File: src/design/ttcc_pkg.sv
`timescale 1ns / 1ps
`default_nettype none

package ttcc_pkg;

   localparam int TAB_WIDTH   = 8;
   localparam int MAX_COLUMNS = 255;
   localparam int MAX_ROWS    = 127;

   localparam logic [7:0] COLUMNS_RESET     = 8'd80;
   localparam logic [6:0] ROWS_RESET        = 7'd25;
   localparam logic       PIXEL_ORDER_RESET = 1'b1;

   localparam logic [7:0] CH_BELL  = 8'd7;
   localparam logic [7:0] CH_BS    = 8'd8;
   localparam logic [7:0] CH_TAB   = 8'd9;
   localparam logic [7:0] CH_LF    = 8'd10;
   localparam logic [7:0] CH_CR    = 8'd13;
   localparam logic [7:0] CH_SPACE = 8'd32;

   localparam logic [7:0] LEVEL = 8'd192;

   typedef enum logic [1:0] {
      REG_COLUMNS     = 2'd0,
      REG_ROWS        = 2'd1,
      REG_PIXEL_ORDER = 2'd2
   } reg_index_type;

   typedef enum logic [0:0] {
      OP_DRAW   = 1'b0,
      OP_SCROLL = 1'b1
   } op_type;

   typedef struct packed {
      logic [7:0] columns;
      logic [6:0] rows;
      logic       pixel_order;
   } cfg_type;

   typedef struct packed {
      logic [2:0] bg_index;
      logic [2:0] fg_index;
      logic       printable;
      logic [7:0] char_code;
   } item_type;

   typedef struct packed {
      op_type      op;
      logic [7:0]  glyph;
      logic [7:0]  cell_col;
      logic [6:0]  cell_row;
      logic [23:0] fore_color;
      logic [23:0] back_color;
      logic        last;
      logic [7:0]  cursor_col_after;
      logic [6:0]  cursor_row_after;
   } result_type;

   typedef struct packed {
      logic [1:0] count;
      result_type first;
      result_type second;
   } push_type;

   typedef logic [8:0] tab_table_type [256];

   // next tab stop for every column, built without division
   function automatic tab_table_type make_tab_table(input int tw);
      tab_table_type tbl;
      int stop;
      stop = tw;
      for (int i = 0; i < 256; i++) begin
         if (i >= stop) begin
            stop = stop + tw;
         end
         tbl[i] = 9'(stop);
      end
      return tbl;
   endfunction

   function automatic logic [23:0] pack_color(input logic [2:0] idx, input logic order);
      logic [7:0] r;
      logic [7:0] g;
      logic [7:0] b;
      r = idx[0] ? LEVEL : 8'd0;
      g = idx[1] ? LEVEL : 8'd0;
      b = idx[2] ? LEVEL : 8'd0;
      return order ? {r, g, b} : {b, g, r};
   endfunction

endpackage

`default_nettype wire

File: src/design/ttcc_step.sv
`timescale 1ns / 1ps
`default_nettype none

module ttcc_step #(
   parameter int TAB_WIDTH   = ttcc_pkg::TAB_WIDTH,
   parameter int MAX_COLUMNS = ttcc_pkg::MAX_COLUMNS,
   parameter int MAX_ROWS    = ttcc_pkg::MAX_ROWS
) (
   input  wire                  clock,
   input  wire                  reset,
   input  ttcc_pkg::cfg_type    cfg,
   input  wire                  item_valid,
   input  ttcc_pkg::item_type   item,
   input  wire  [1:0]           space,
   output logic                 consume,
   output ttcc_pkg::push_type   push
);

   localparam logic [7:0] MaxCols = 8'(MAX_COLUMNS);
   localparam logic [6:0] MaxRows = 7'(MAX_ROWS);
   localparam ttcc_pkg::tab_table_type TabStop = ttcc_pkg::make_tab_table(TAB_WIDTH);

   logic [7:0] col_ff, col_in;
   logic [6:0] row_ff, row_in;

   logic [7:0]  cols_eff;
   logic [6:0]  rows_eff;
   logic [6:0]  bottom;
   logic        down_scroll;
   logic [6:0]  down_row;
   logic [8:0]  tab_next;
   logic        draw;
   logic        scroll;
   logic [1:0]  n_results;
   logic [23:0] fg;
   logic [23:0] bg;
   ttcc_pkg::result_type draw_res;
   ttcc_pkg::result_type scroll_res;

   always_comb begin
      if (cfg.columns == 8'd0) begin
         cols_eff = 8'd1;
      end else if (cfg.columns > MaxCols) begin
         cols_eff = MaxCols;
      end else begin
         cols_eff = cfg.columns;
      end
      if (cfg.rows == 7'd0) begin
         rows_eff = 7'd1;
      end else if (cfg.rows > MaxRows) begin
         rows_eff = MaxRows;
      end else begin
         rows_eff = cfg.rows;
      end
   end

   assign bottom      = rows_eff - 7'd1;
   assign down_scroll = row_ff >= bottom;
   assign down_row    = down_scroll ? bottom : row_ff + 7'd1;
   assign tab_next    = TabStop[col_ff];

   always_comb begin
      col_in = col_ff;
      row_in = row_ff;
      draw   = 1'b0;
      scroll = 1'b0;
      case (item.char_code)
         ttcc_pkg::CH_BELL: begin
         end
         ttcc_pkg::CH_BS: begin
            if (col_ff != 8'd0) begin
               col_in = col_ff - 8'd1;
            end else if (row_ff != 7'd0) begin
               col_in = cols_eff - 8'd1;
               row_in = row_ff - 7'd1;
            end
         end
         ttcc_pkg::CH_LF: begin
            col_in = 8'd0;
            row_in = down_row;
            scroll = down_scroll;
         end
         ttcc_pkg::CH_CR: begin
            col_in = 8'd0;
         end
         ttcc_pkg::CH_TAB: begin
            if (tab_next >= {1'b0, cols_eff}) begin
               col_in = 8'd0;
               row_in = down_row;
               scroll = down_scroll;
            end else begin
               col_in = tab_next[7:0];
            end
         end
         default: begin
            if (item.printable) begin
               draw = 1'b1;
               if ({1'b0, col_ff} + 9'd1 >= {1'b0, cols_eff}) begin
                  col_in = 8'd0;
                  row_in = down_row;
                  scroll = down_scroll;
               end else begin
                  col_in = col_ff + 8'd1;
               end
            end
         end
      endcase
   end

   assign fg        = ttcc_pkg::pack_color(item.fg_index, cfg.pixel_order);
   assign bg        = ttcc_pkg::pack_color(item.bg_index, cfg.pixel_order);
   assign n_results = {1'b0, draw} + {1'b0, scroll};
   assign consume   = item_valid && (n_results <= space);

   always_comb begin
      draw_res.op               = ttcc_pkg::OP_DRAW;
      draw_res.glyph            = item.char_code;
      draw_res.cell_col         = col_ff;
      draw_res.cell_row         = row_ff;
      draw_res.fore_color       = fg;
      draw_res.back_color       = bg;
      draw_res.last             = !scroll;
      draw_res.cursor_col_after = col_in;
      draw_res.cursor_row_after = row_in;

      scroll_res.op               = ttcc_pkg::OP_SCROLL;
      scroll_res.glyph            = ttcc_pkg::CH_SPACE;
      scroll_res.cell_col         = 8'd0;
      scroll_res.cell_row         = bottom;
      scroll_res.fore_color       = fg;
      scroll_res.back_color       = bg;
      scroll_res.last             = 1'b1;
      scroll_res.cursor_col_after = col_in;
      scroll_res.cursor_row_after = row_in;

      push.count  = n_results;
      push.first  = draw ? draw_res : scroll_res;
      push.second = scroll_res;
   end

   always_ff @(posedge clock) begin
      if (reset) begin
         col_ff <= 8'd0;
         row_ff <= 7'd0;
      end else if (consume) begin
         col_ff <= col_in;
         row_ff <= row_in;
      end
   end

endmodule

`default_nettype wire

File: src/design/ttcc_rsp_queue.sv
`timescale 1ns / 1ps
`default_nettype none

module ttcc_rsp_queue (
   input  wire                   clock,
   input  wire                   reset,
   input  wire                   push_en,
   input  ttcc_pkg::push_type    push,
   input  wire                   pop_ready,
   output logic                  head_valid,
   output ttcc_pkg::result_type  head,
   output logic [1:0]            space
);

   ttcc_pkg::result_type slot0_ff, slot0_in;
   ttcc_pkg::result_type slot1_ff, slot1_in;
   logic [1:0] count_ff, count_in;

   logic       pop;
   logic [1:0] keep_n;
   logic [1:0] n_push;
   ttcc_pkg::result_type keep0;

   assign head_valid = count_ff != 2'd0;
   assign head       = slot0_ff;
   assign space      = 2'd2 - count_ff;
   assign pop        = head_valid && pop_ready;

   always_comb begin
      keep0    = pop ? slot1_ff : slot0_ff;
      keep_n   = count_ff - {1'b0, pop};
      n_push   = push_en ? push.count : 2'd0;
      count_in = keep_n + n_push;
      if (keep_n == 2'd0) begin
         slot0_in = push.first;
         slot1_in = push.second;
      end else if (keep_n == 2'd1) begin
         slot0_in = keep0;
         slot1_in = push.first;
      end else begin
         slot0_in = slot0_ff;
         slot1_in = slot1_ff;
      end
   end

   always_ff @(posedge clock) begin
      if (reset) begin
         count_ff <= 2'd0;
      end else begin
         count_ff <= count_in;
      end
   end

   always_ff @(posedge clock) begin
      slot0_ff <= slot0_in;
      slot1_ff <= slot1_in;
   end

endmodule

`default_nettype wire

File: src/design/text_console_cursor_controller_unit.sv
`timescale 1ns / 1ps
`default_nettype none

// channel   direction  handshake              payload
// req       in         req_tvalid/req_tready  req_tdata, req_tuser
// rsp       out        rsp_tvalid/rsp_tready  rsp_tdata, rsp_tuser, rsp_tlast
// csr       in         csr_we                 csr_index, csr_wdata
//
// input register then two-entry output queue; one request per cycle at one command each
// while rsp_tready holds; a request giving a draw and a scroll waits for an empty queue
// and fills both entries, so the next request waits until rsp takes a command
// an accepted request passes the input register and then a queue entry before rsp_tvalid
// synchronous reset clears cursor, queue and registers to their reset values
// a stalled rsp side holds at most two commands before req_tready drops

module text_console_cursor_controller_unit #(
   parameter int TAB_WIDTH   = ttcc_pkg::TAB_WIDTH,
   parameter int MAX_COLUMNS = ttcc_pkg::MAX_COLUMNS,
   parameter int MAX_ROWS    = ttcc_pkg::MAX_ROWS
) (
   input  wire          clock,
   input  wire          reset,
   input  wire          req_tvalid,
   output logic         req_tready,
   input  wire  [15:0]  req_tdata,   // char_code, fg_index, bg_index, zero pad
   input  wire          req_tuser,   // printable
   output logic         rsp_tvalid,
   input  wire          rsp_tready,
   output logic [87:0]  rsp_tdata,   // glyph, cell_col, cell_row, fore_color, back_color,
                                     // cursor_col_after, cursor_row_after, zero pad
   output logic         rsp_tuser,   // op
   output logic         rsp_tlast,
   input  wire          csr_we,
   input  wire  [1:0]   csr_index,
   input  wire  [7:0]   csr_wdata
);

   ttcc_pkg::cfg_type    cfg_ff;
   logic                 in_valid_ff;
   ttcc_pkg::item_type   in_item_ff;
   ttcc_pkg::item_type   req_item;
   logic                 consume;
   ttcc_pkg::push_type   push;
   logic [1:0]           space;
   ttcc_pkg::result_type head;

   assign req_item.char_code = req_tdata[7:0];
   assign req_item.printable = req_tuser;
   assign req_item.fg_index  = req_tdata[10:8];
   assign req_item.bg_index  = req_tdata[13:11];

   assign req_tready = !in_valid_ff || consume;

   always_ff @(posedge clock) begin
      if (reset) begin
         cfg_ff.columns     <= ttcc_pkg::COLUMNS_RESET;
         cfg_ff.rows        <= ttcc_pkg::ROWS_RESET;
         cfg_ff.pixel_order <= ttcc_pkg::PIXEL_ORDER_RESET;
      end else if (csr_we) begin
         case (csr_index)
            ttcc_pkg::REG_COLUMNS:     cfg_ff.columns     <= csr_wdata;
            ttcc_pkg::REG_ROWS:        cfg_ff.rows        <= csr_wdata[6:0];
            ttcc_pkg::REG_PIXEL_ORDER: cfg_ff.pixel_order <= csr_wdata[0];
            default: begin
            end
         endcase
      end
   end

   always_ff @(posedge clock) begin
      if (reset) begin
         in_valid_ff <= 1'b0;
      end else if (req_tready) begin
         in_valid_ff <= req_tvalid;
      end
   end

   always_ff @(posedge clock) begin
      if (req_tready && req_tvalid) begin
         in_item_ff <= req_item;
      end
   end

   ttcc_step #(
      .TAB_WIDTH   (TAB_WIDTH),
      .MAX_COLUMNS (MAX_COLUMNS),
      .MAX_ROWS    (MAX_ROWS)
   ) u_step (
      .clock      (clock),
      .reset      (reset),
      .cfg        (cfg_ff),
      .item_valid (in_valid_ff),
      .item       (in_item_ff),
      .space      (space),
      .consume    (consume),
      .push       (push)
   );

   ttcc_rsp_queue u_queue (
      .clock      (clock),
      .reset      (reset),
      .push_en    (consume),
      .push       (push),
      .pop_ready  (rsp_tready),
      .head_valid (rsp_tvalid),
      .head       (head),
      .space      (space)
   );

   assign rsp_tdata = {2'b00, head.cursor_row_after, head.cursor_col_after,
                       head.back_color, head.fore_color, head.cell_row,
                       head.cell_col, head.glyph};
   assign rsp_tuser = head.op;
   assign rsp_tlast = head.last;

endmodule

`default_nettype wire
File: config.mk
export PLATFORM = sky130hd
export DESIGN_NAME = text_console_cursor_controller_unit
export DESIGN_NICKNAME = d
export VERILOG_FILES = /design/src/design/ttcc_pkg.sv /design/src/design/ttcc_step.sv /design/src/design/ttcc_rsp_queue.sv /design/src/design/text_console_cursor_controller_unit.sv
export SDC_FILE = /design/constraint.sdc
export NUM_CORES = 1
export LEC_CHECK = 0
export BUFFER_PORTS_ARGS = -buffer_cell sky130_fd_sc_hd__buf_4
export CORE_UTILIZATION = 25
export CTS_CLUSTER_SIZE = 12
export DETAILED_ROUTE_END_ITERATION = 8
export GPL_TIMING_DRIVEN = 0
export MAX_ROUTING_LAYER = met4
export SETUP_SLACK_MARGIN = 0.05
export SLEW_MARGIN = 20
export SYNTH_ARGS = -nofsm -noshare
export SYNTH_HDL_FRONTEND = slang
export SYNTH_SLANG_ARGS = --single-unit
File: constraint.sdc
create_clock -name clock -period 7.71 [get_ports clock]
set_input_delay 0.3855 -clock clock [delete_from_list [all_inputs] [get_ports clock]]
set_output_delay 0.3855 -clock clock [all_outputs]
set_load 0.05 [all_outputs]
==> results.py, run 1 <==
metrics = {
    "outcome": {
        "run_status": "finished clean",
    },
    "finish": {
        "final_cell_mix": "buf_4 (127), nand2_1 (124), edfxtp_1 (89)",
        "final_nets": 1111,
        "drive_gt1_share_pct": 17.96,
        "layout_commonest_cell": "buf_4",
        "fin_area_um2": 10300,
        "diodes": 0,
        "synthToLayoutAreaGrowth_pct": 24.53,
    },
    "setup_path": {
        "r2r_slack_ns": 1.97,
        "cp_max_fo": 10,
        "cp.required_ns": 8.07,
        "crit_path_start_kind": "register",
        "crit_type": "register to register",
        "rr_worst_depth": 19,
        "critPathMaxStageDelay_ns": 0.59,
        "r2r-start": "cfg_ff[3]",
        "path_cells": "buf_6 -> nor4_1 -> a21oi_1 -> ha_1 -> xnor2_1 -> ha_1 -> o221a_4 -> o221a_4 -> nor2_8 -> nor2_1 -> ha_1 -> ha_1 -> nor2b_1 -> o21ai_0 -> and2_1 -> clkbuf_1 -> clkbuf_1 -> o21ai_0 -> a21oi_1",
        "reg2reg_to": "u_step.row_ff[6]",
        "path_delay_family": "compound AO/OA/AOI/OAI gates",
        "worst_setup_path_end_kind": "register",
        "cp_num_buf_inv": 3,
        "arrival_ns": 6.09,
        "critical_path.slowest_cell": "xnor2_1",
        "cpMostUsedCell": "ha_1",
    },
    "timing": {
        "relSlewSlack_pct": 36.77,
        "worst_pin_slew_ns": 0.9464,
        "period_minus_slack_ns": 5.736,
        "finalHoldViolCount": 0,
        "drv_slew": 0,
        "rsz0062_at_grt": "false",
        "finClkSkew_ns": 0.01343,
        "fin_crit_sh_pct": 74.40,
        "setup_tns_ns": 0,
        "setup-violations-final": 0,
        "timing.fmax_mhz": 174.3,
    },
    "clock_network": {
        "cts_buffer_depth": 2,
        "insertion_delay_ns": 0.43,
        "root_buffer": "clkbuf_16",
        "cts_buffers": 17,
        "clk_pin_slew_ns": 0.06,
        "post_cts_buffers": 0,
        "clock_sinks": 141,
        "postCtsHoldBufs": 0,
        "cts-resized-gates": 0,
        "htreeDepth": 4,
        "cts_tree": "done",
    },
    "drt": {
        "drc": 0,
        "vias": 7015,
        "drt_wl_total_um": 25190,
        "viasPerCell": 4.677,
        "drt-pass1-iter-count": 5,
        "drt-wirelength-per-cell_um": 16.79,
        "ant_nets": 0,
        "first_iter_violations": 596,
    },
    "pwr": {
        "p_comb_share_pct": 51.0,
        "seq_power_share_pct": 29.2,
        "internal_power_mw": 2.408,
        "switching_share_pct": 46.15,
        "switchingPower_mw": 2.063,
        "p_leak_nw": 4.215,
        "power_mw": 4.471,
        "p_per_area_nw_per_um2": 434.1,
        "ir_worst_vdd_v": 0.0003551,
        "pwr-share-clk_pct": 19.8,
    },
    "global_routing": {
        "grt_max_degree": 30,
        "antenna_found_initial": 0,
        "grt_pass1_wl_um": 38520,
        "grt_pass1_vias": 6605,
        "grt_usage_pct": 15.46,
        "gr-total-overflow": 0,
    },
    "place": {
        "dpl_cell_area_um2": 9674,
        "hpwl_um": 19350,
        "portBuffers": 83,
        "gp_congestion": 0.9339,
    },
    "die": {
        "dieHeight_um": 183.9,
        "fp.coreArea_um2": 32540,
        "io_pins": 124,
        "die_area_um2": 33820,
        "start_util_pct": 25.42,
        "die_w_um": 183.9,
        "row_count": 66,
    },
    "min_path": {
        "hold_path_depth": 1,
        "hold_class": "primary input to register",
        "min_from": "req_tdata[2]",
        "holdPathEnd": "in_item_ff[2]",
    },
    "job": {
        "maxCapViolations": 0,
    },
    "synthesis": {
        "avgSynthCellArea_um2": 9.160,
        "synth.yosys.seq_area_share_pct": 44.89,
        "netlist_area_um2": 8272,
        "ys_ff_latch": 141,
        "synth_top_flop_cell": "edfxtp_1",
        "async_reset_ff_share_pct": 0,
        "synth-edff-count": 89,
        "ys_types": 75,
        "synth_warnings": 0,
        "syn-instance-count": 903,
    },
}
## registers in the layout, indices dropped and copies added, names as in the netlist
signal,cells
u_step.row_ff,7
in_valid_ff,1
u_queue.count_ff,2
in_item_ff,15
u_step.col_ff,8
u_queue.slot1_ff,46
u_queue.head,46
cfg_ff,16
## power groups by stage
stage,clock network (mW),logic (mW),registers (mW)
6_report,0.883,2.28,1.31
5_1_grt,0.921,2.47,1.33
4_1_cts,0.895,2.29,1.31
3_5_place_dp,0,2.28,1.32
3_3_place_gp,0,2.16,1.36
2_1_floorplan,0,1.10,1.72
## worst max path at each step
| stage | from | endpoint | slack (ns) | depth (start not counted) |
|---|---|---|---|---|
| after floorplan | cfg_ff[3] | in_item_ff[0] | 3.07 | 16 |
| after global placement | in_item_ff[4] | in_item_ff[0] | 1.42 | 12 |
| after detailed placement | in_item_ff[4] | u_queue.count_ff[1] | 2.03 | 18 |
| after CTS | in_item_ff[4] | u_step.row_ff[6] | 2.01 | 15 |
| after global routing | cfg_ff[3] | u_step.col_ff[5] | 1.59 | 19 |
| final | cfg_ff[3] | u_step.row_ff[6] | 1.97 | 19 |
## per-layer routing
layer  vias to the layer above  wire, um  track usage (%)
met5                         -         0                -
met4                         0       398            4.433
met3                        24      1322            2.912
met2                       221     11610            24.41
met1                      3310     11860            20.05
li1                       3460         -                -
## cells in the mapped netlist, drive strengths merged, types with 4 or more instances
master  instances  area share, %
nand2         124            5.6
edfxtp         89             32
nor2           80            3.9
o21ai          66            4.0
a21oi          57            3.4
buf            54            4.6
dfxtp          52             13
clkbuf         42            1.9
inv            37            1.7
ha             34            5.1
nand3          27            1.6
o31ai          22            2.0
xnor2          16            1.7
and2           13           0.98
mux2i          13            1.6
a31oi          12           0.91
a211oi          9           0.82
and3            8           0.61
mux2            8            1.1
nor2b           8           0.61
nor3            8           0.48
nor4            8           0.68
nand2b          7           0.53
nand4           7           0.53
nor3b           7           0.64
o211ai          7           0.64
o21a            7           0.73
a21o            6           0.54
or4             5           0.50
nand3b          4           0.36
o221ai          4           0.42
xor2            4           0.42
## cell families (layout without fill, tap and decap cells)
group | Yosys count | in the layout | share of synthesized area [%]
multiplexers | 21 | 21 | 2.707
AND/OR/NAND/NOR | 316 | 316 | 18.18
buffers and inverters | 134 | 252 | 8.229
XOR/XNOR | 20 | 20 | 2.118
AO/OA/AOI/OAI | 234 | 234 | 18.42
other | 1 | 38 | 0.04534
adder cells (fa/ha/maj) | 36 | 36 | 5.400
flip-flops | 141 | 141 | 44.89
## per-stage QoR
step / setup slack [ns] / util, % / hold WS, ns / cells
2_1_floorplan: 3.068 / - / 0.4249 / 940
3_3_place_gp: 1.417 / 29.46 / 0.4324 / 1465
3_5_place_dp: 2.031 / 29.73 / 0.4398 / 1468
4_1_cts: 2.014 / 31.63 / 0.1185 / 1500
5_1_grt: 1.591 / 31.66 / 0.1220 / 1500
6_report: 1.974 / 31.66 / 0.1280 / 1500
## final cells by class
cell class	count	area (um^2)
clock buffers	21	450.4
flip-flops and latches	141	3714
multi-input cells	665	4044
well taps	442	553.0
clock inverters	11	167.7
inverters	38	142.6
fillers	3435	22240
repair buffers	86	690.7
plain buffers	96	539.3
No activity file was read; power rests on OpenSTA's default activity.
==> inputs of run 2 (changes only) <==
==> constraint.sdc (replaced) <==
create_clock -name clock -period 5 [get_ports clock]
set_input_delay 0.25 -clock clock [delete_from_list [all_inputs] [get_ports clock]]
set_output_delay 0.25 -clock clock [all_outputs]
set_load 0.05 [all_outputs]
==> results.py, run 2 (synthesis gave the netlist of run 1 again) <==
metrics = {
    "drt": {
        "viasPerCell": 4.726,
        "vias": 7165,
        "drt_wl_total_um": 25380,
        "drt-pass1-iter-count": 5,
        "drc": 0,
        "drt-wirelength-per-cell_um": 16.74,
        "ant_nets": 0,
        "first_iter_violations": 628,
    },
    "pwr": {
        "internal_power_mw": 3.730,
        "power_mw": 6.921,
        "p_comb_share_pct": 51.1,
        "switching_share_pct": 46.11,
        "seq_power_share_pct": 29.2,
        "p_leak_nw": 4.311,
        "ir_worst_vdd_v": 0.0006170,
        "switchingPower_mw": 3.191,
        "p_per_area_nw_per_um2": 654.9,
        "pwr-share-clk_pct": 19.8,
    },
    "die": {
        "io_pins": 124,
        "dieHeight_um": 183.9,
        "die_w_um": 183.9,
        "row_count": 66,
        "fp.coreArea_um2": 32540,
        "die_area_um2": 33820,
        "start_util_pct": 25.42,
    },
    "timing": {
        "setup-violations-final": 0,
        "finClkSkew_ns": 0.01342,
        "period_minus_slack_ns": 4.732,
        "worst_pin_slew_ns": 0.9456,
        "relSlewSlack_pct": 36.82,
        "fin_crit_sh_pct": 94.64,
        "finalHoldViolCount": 0,
        "timing.fmax_mhz": 211.3,
        "drv_slew": 0,
        "rsz0062_at_grt": "false",
    },
    "setup_path": {
        "crit_path_start_kind": "register",
        "rr_worst_depth": 22,
        "worst_setup_path_end_kind": "output port",
        "r2r_slack_ns": 0.32,
        "critical_path.slowest_cell": "a221o_1",
        "cpMostUsedCell": "ha_1",
        "critPathMaxStageDelay_ns": 0.39,
        "crit_type": "register to output port",
        "reg2reg_to": "u_queue.count_ff[1]",
        "arrival_ns": 4.48,
        "cp.required_ns": 4.75,
        "cp_max_fo": 7,
        "cp_num_buf_inv": 2,
        "r2r-start": "u_step.col_ff[1]",
        "path_cells": "ha_2 -> and3_2 -> and3_2 -> xnor2_1 -> ha_1 -> a21oi_1 -> o21ai_0 -> a221o_1 -> a21o_1 -> a21oi_2 -> nor2_1 -> ha_1 -> ha_1 -> nor2b_1 -> o21ai_2 -> inv_1 -> nand2_1 -> buf_4",
        "path_delay_family": "compound AO/OA/AOI/OAI gates",
    },
    "finish": {
        "fillCellCount": 3417,
        "fin_cells": 1516,
        "diodes": 0,
        "layout_commonest_cell": "buf_4",
        "drive_gt1_share_pct": 19.93,
        "final_nets": 1127,
        "final_cell_mix": "buf_4 (131), nand2_1 (123), edfxtp_1 (89)",
        "synthToLayoutAreaGrowth_pct": 27.76,
    },
    "global_routing": {
        "antenna_found_initial": 0,
        "grt_pass1_wl_um": 38950,
        "grt_max_degree": 30,
        "grt_pass1_vias": 6683,
        "gr-total-overflow": 0,
        "grt_usage_pct": 15.66,
    },
    "clock_network": {
        "clock_sinks": 141,
        "cts_buffers": 17,
        "clk_pin_slew_ns": 0.06,
        "insertion_delay_ns": 0.44,
        "cts_tree": "done",
        "cts_buffer_depth": 2,
        "htreeDepth": 4,
        "root_buffer": "clkbuf_16",
    },
    "min_path": {
        "hold_class": "primary input to register",
        "holdPathEnd": "in_item_ff[4]",
        "min_from": "req_tdata[4]",
        "hold_path_depth": 1,
    },
    "outcome": {
        "run_status": "finished clean",
    },
    "job": {
        "maxCapViolations": 0,
    },
    "place": {
        "gp_congestion": 0.9339,
        "portBuffers": 83,
        "hpwl_um": 19350,
        "dpl.cell_count": 1468,
    },
}
==> run 2: worst max-delay path by stage <==
stage                                 from             endpoint  slack, ns  depth (start not counted)
final                     u_step.col_ff[1]           req_tready       0.27                         18
after global routing      u_step.col_ff[0]           req_tready       0.05                         18
after CTS                 u_step.col_ff[1]     u_step.row_ff[6]       0.09                         20
after detailed placement     in_item_ff[4]  u_queue.count_ff[1]      -0.68                         18
after global placement       in_item_ff[4]        in_item_ff[0]      -1.29                         12
after floorplan                  cfg_ff[3]        in_item_ff[0]       0.36                         16
==> run 2: routing by layer <==
layer | track usage (%) | vias up | share of wire, %
met5 | - | - | 0
met4 | 4.433 | 0 | 1.6
met3 | 2.833 | 21 | 5.9
met2 | 25.09 | 252 | 46
met1 | 20.10 | 3390 | 46
li1 | - | 3502 | -
==> run 2: cell type report <==
type | count | area [um^2] | share of cell area, %
clock inverters | 11 | 167.7 | 1.587
well taps | 442 | 553.0 | 5.233
repair buffers | 103 | 850.8 | 8.051
multi-input cells | 665 | 4141 | 39.19
clock buffers | 21 | 450.4 | 4.262
inverters | 38 | 142.6 | 1.350
flip-flops and latches | 141 | 3717 | 35.18
plain buffers | 95 | 544.3 | 5.150
==> run 2: repair_timing <==
action,CTS,global route
hold buffers,13,0
setup buffers,2,2
setup endpoints to repair,33,30
resized for setup,13,17
pin swaps,1,2
hold endpoints to repair,13,0
==> run 2: metrics by stage <==
| stage | area (um^2) | TNS, ns | setup WS (ns) | util [%] | hold slack, ns |
|---|---|---|---|---|---|
| 6_report | 10570 | 0 | 0.2679 | 32.48 | 0.003786 |
| 2_1_floorplan | 8411 | 0 | 0.3578 | - | 0.3489 |
| 3_5_place_dp | 9674 | -14.01 | -0.6789 | 29.73 | 0.4299 |
| 4_1_cts | 10500 | 0 | 0.09456 | 32.26 | 0.002114 |
| 3_3_place_gp | 9587 | -36.02 | -1.293 | 29.46 | 0.4301 |
| 5_1_grt | 10570 | 0 | 0.05086 | 32.48 | 0.0007229 |
==> run 2: power groups by stage <==
stage	logic, mW	clock network [mW]	registers, mW
final	3.54	1.37	2.02
after global routing	3.84	1.42	2.06
after CTS	3.55	1.38	2.02
after detailed placement	3.52	0	2.04
after global placement	3.28	0	2.06
after floorplan	1.70	0	2.65
==> inputs of run 3 (changes only) <==
--- a/config.mk
+++ b/config.mk
@@ -7,12 +7,12 @@
 export LEC_CHECK = 0
 export BUFFER_PORTS_ARGS = -buffer_cell sky130_fd_sc_hd__buf_4
 export CORE_UTILIZATION = 25
+export CTS_BUF_LIST = sky130_fd_sc_hd__clkbuf_4 sky130_fd_sc_hd__clkbuf_8
 export CTS_CLUSTER_SIZE = 12
 export DETAILED_ROUTE_END_ITERATION = 8
 export GPL_TIMING_DRIVEN = 0
 export MAX_ROUTING_LAYER = met4
 export SETUP_SLACK_MARGIN = 0.05
-export SLEW_MARGIN = 20
 export SYNTH_ARGS = -nofsm -noshare
 export SYNTH_HDL_FRONTEND = slang
 export SYNTH_SLANG_ARGS = --single-unit
==> constraint.sdc (replaced) <==
create_clock -name clock -period 4 [get_ports clock]
set_input_delay 0.2 -clock clock [delete_from_list [all_inputs] [get_ports clock]]
set_output_delay 0.2 -clock clock [all_outputs]
set_load 0.05 [all_outputs]
==> results.py, run 3 (synthesis gave the netlist of run 1 again) <==
metrics = {
    "finish": {
        "layout_commonest_cell": "buf_4",
        "fin_cells": 1569,
        "diodes": 0,
        "final_nets": 1180,
        "final_cell_mix": "buf_4 (172), nand2_1 (121), edfxtp_1 (89)",
        "drive_gt1_share_pct": 27.15,
        "synthToLayoutAreaGrowth_pct": 34.17,
    },
    "setup_path": {
        "critical_path.slowest_cell": "or4_4",
        "cp.required_ns": 3.80,
        "cp_max_fo": 3,
        "rr_worst_depth": 23,
        "crit_type": "register to output port",
        "cpMostUsedCell": "ha_4",
        "crit_path_start_kind": "register",
        "arrival_ns": 3.88,
        "worst_setup_path_end_kind": "output port",
        "critPathMaxStageDelay_ns": 0.55,
        "path_cells": "or4_4 -> nor3_4 -> a21oi_4 -> inv_2 -> ha_4 -> nand2b_4 -> a21o_1 -> a21o_1 -> a21o_4 -> a21oi_4 -> nor2_4 -> ha_4 -> inv_4 -> ha_4 -> nand2_4 -> o21ai_4 -> inv_2 -> nand2_4 -> buf_8",
    },
    "global_routing": {
        "grt_pass1_wl_um": 38870,
        "antenna_found_initial": 0,
        "gr-total-overflow": 0,
        "grt_pass1_vias": 6929,
        "grt_max_degree": 38,
        "grt_usage_pct": 15.51,
    },
    "outcome": {
        "violations": "setup timing",
        "run_status": "finished, violations left",
    },
    "die": {
        "dieHeight_um": 183.9,
        "die_area_um2": 33820,
        "start_util_pct": 25.42,
        "io_pins": 124,
        "die_w_um": 183.9,
        "row_count": 66,
        "fp.coreArea_um2": 32540,
    },
    "job": {
        "maxCapViolations": 0,
    },
    "clock_network": {
        "cts_buffers": 17,
        "htreeDepth": 4,
        "cts_tree": "done",
        "insertion_delay_ns": 0.46,
        "root_buffer": "clkbuf_8",
        "clk_pin_slew_ns": 0.09,
        "clock_sinks": 141,
        "cts_buffer_depth": 2,
    },
    "timing": {
        "period_minus_slack_ns": 4.081,
        "timing.fmax_mhz": 245.0,
        "setup-violations-final": 2,
        "worst_pin_slew_ns": 0.9295,
        "relSlewSlack_pct": 38.03,
        "finClkSkew_ns": 0.01357,
        "setup_tns_ns": -0.1159,
        "finalHoldViolCount": 0,
        "rsz0062_at_grt": "true",
        "setup_slack_ns": -0.08122,
        "hold_slack_ns": 0.04559,
        "drv_slew": 0,
        "fin_crit_sh_pct": 102.0,
    },
    "pwr": {
        "p_per_area_nw_per_um2": 741.1,
        "p_leak_nw": 4.534,
        "ir_worst_vdd_v": 0.0006790,
    },
    "drt": {
        "viasPerCell": 4.702,
        "ant_nets": 0,
        "drt_wl_total_um": 25380,
        "drc": 0,
        "vias": 7377,
        "first_iter_violations": 545,
        "drt-wirelength-per-cell_um": 16.17,
        "drt-pass1-iter-count": 5,
    },
    "min_path": {
        "hold_path_depth": 3,
        "hold_class": "primary input to register",
    },
    "place": {
        "hpwl_um": 18720,
        "portBuffers": 83,
        "dpl.cell_count": 1466,
        "gp_congestion": 0.8925,
    },
}
run 3: area by class of cell:
class	count	area, um^2
fill	3414	21440
multi-input combinational	665	4422
sequential	141	3736
timing repair buffer	156	1272
buffer	95	568.0
tap	442	553.0
clock buffer	20	262.8
inverter	38	145.1
clock inverter	12	138.9
run 3: timing repair:
item                                    in CTS  in global routing
hold buffers                                23                  0
endpoints found under the setup margin      35                 37
hold endpoints to repair                    29                  0
pin swaps                                   29                 11
setup buffers                               46                  6
gates resized for setup                     47                 32
run 3: power by group:
part / switching [mW] / total [mW] / leakage [nW] / internal, mW
registers: 0.199 / 2.53 / 1.37 / 2.33
logic: 3.14 / 4.49 / 2.97 / 1.34
clock network: 0.613 / 1.20 / 0.198 / 0.592
total: 3.95 / 8.22 / 4.53 / 4.27
run 3: metrics by stage:
step / setup slack (ns) / util, % / cell area, um^2 / total power, mW
after floorplan: 0.06173 / - / 8562 / 5.475
after global placement: -1.207 / 29.93 / 9738 / 6.569
after detailed placement: -0.9650 / 30.02 / 9767 / 6.818
after CTS: -0.08319 / 33.66 / 10950 / 8.182
after global routing: -0.2013 / 34.11 / 11100 / 8.710
final: -0.08122 / 34.11 / 11100 / 8.224
run 3: path summary, 6_finish.rpt:
check	from	end	slack [ns]
min	req_tvalid	in_valid_ff	0.05
max	cfg_ff[11]	req_tready	-0.08
max reg2reg	cfg_ff[11]	u_queue.count_ff[1]	-0.03
min reg2reg	u_queue.slot1_ff[80]	u_queue.slot1_ff[80]	0.46
run 3: critical path: cells and delay by family, from the launching register on:
family | cells | cell delay [ns]
DFF | 1 | 0.32
buffers and inverters | 4 | 0.34
adders and majority gates | 3 | 0.73
AOI/OAI and AO/OA | 6 | 0.94
and+or+nand+nor | 6 | 1.09
run 3: layer usage:
metal / routed length [um] / vias up / GRT usage, %
met5: 0 / - / -
met3: 1345 / 18 / 2.357
met2: 11400 / 243 / 23.82
met4: 350 / 0 / 4.400
li1: - / 3603 / -
met1: 12280 / 3513 / 21.03
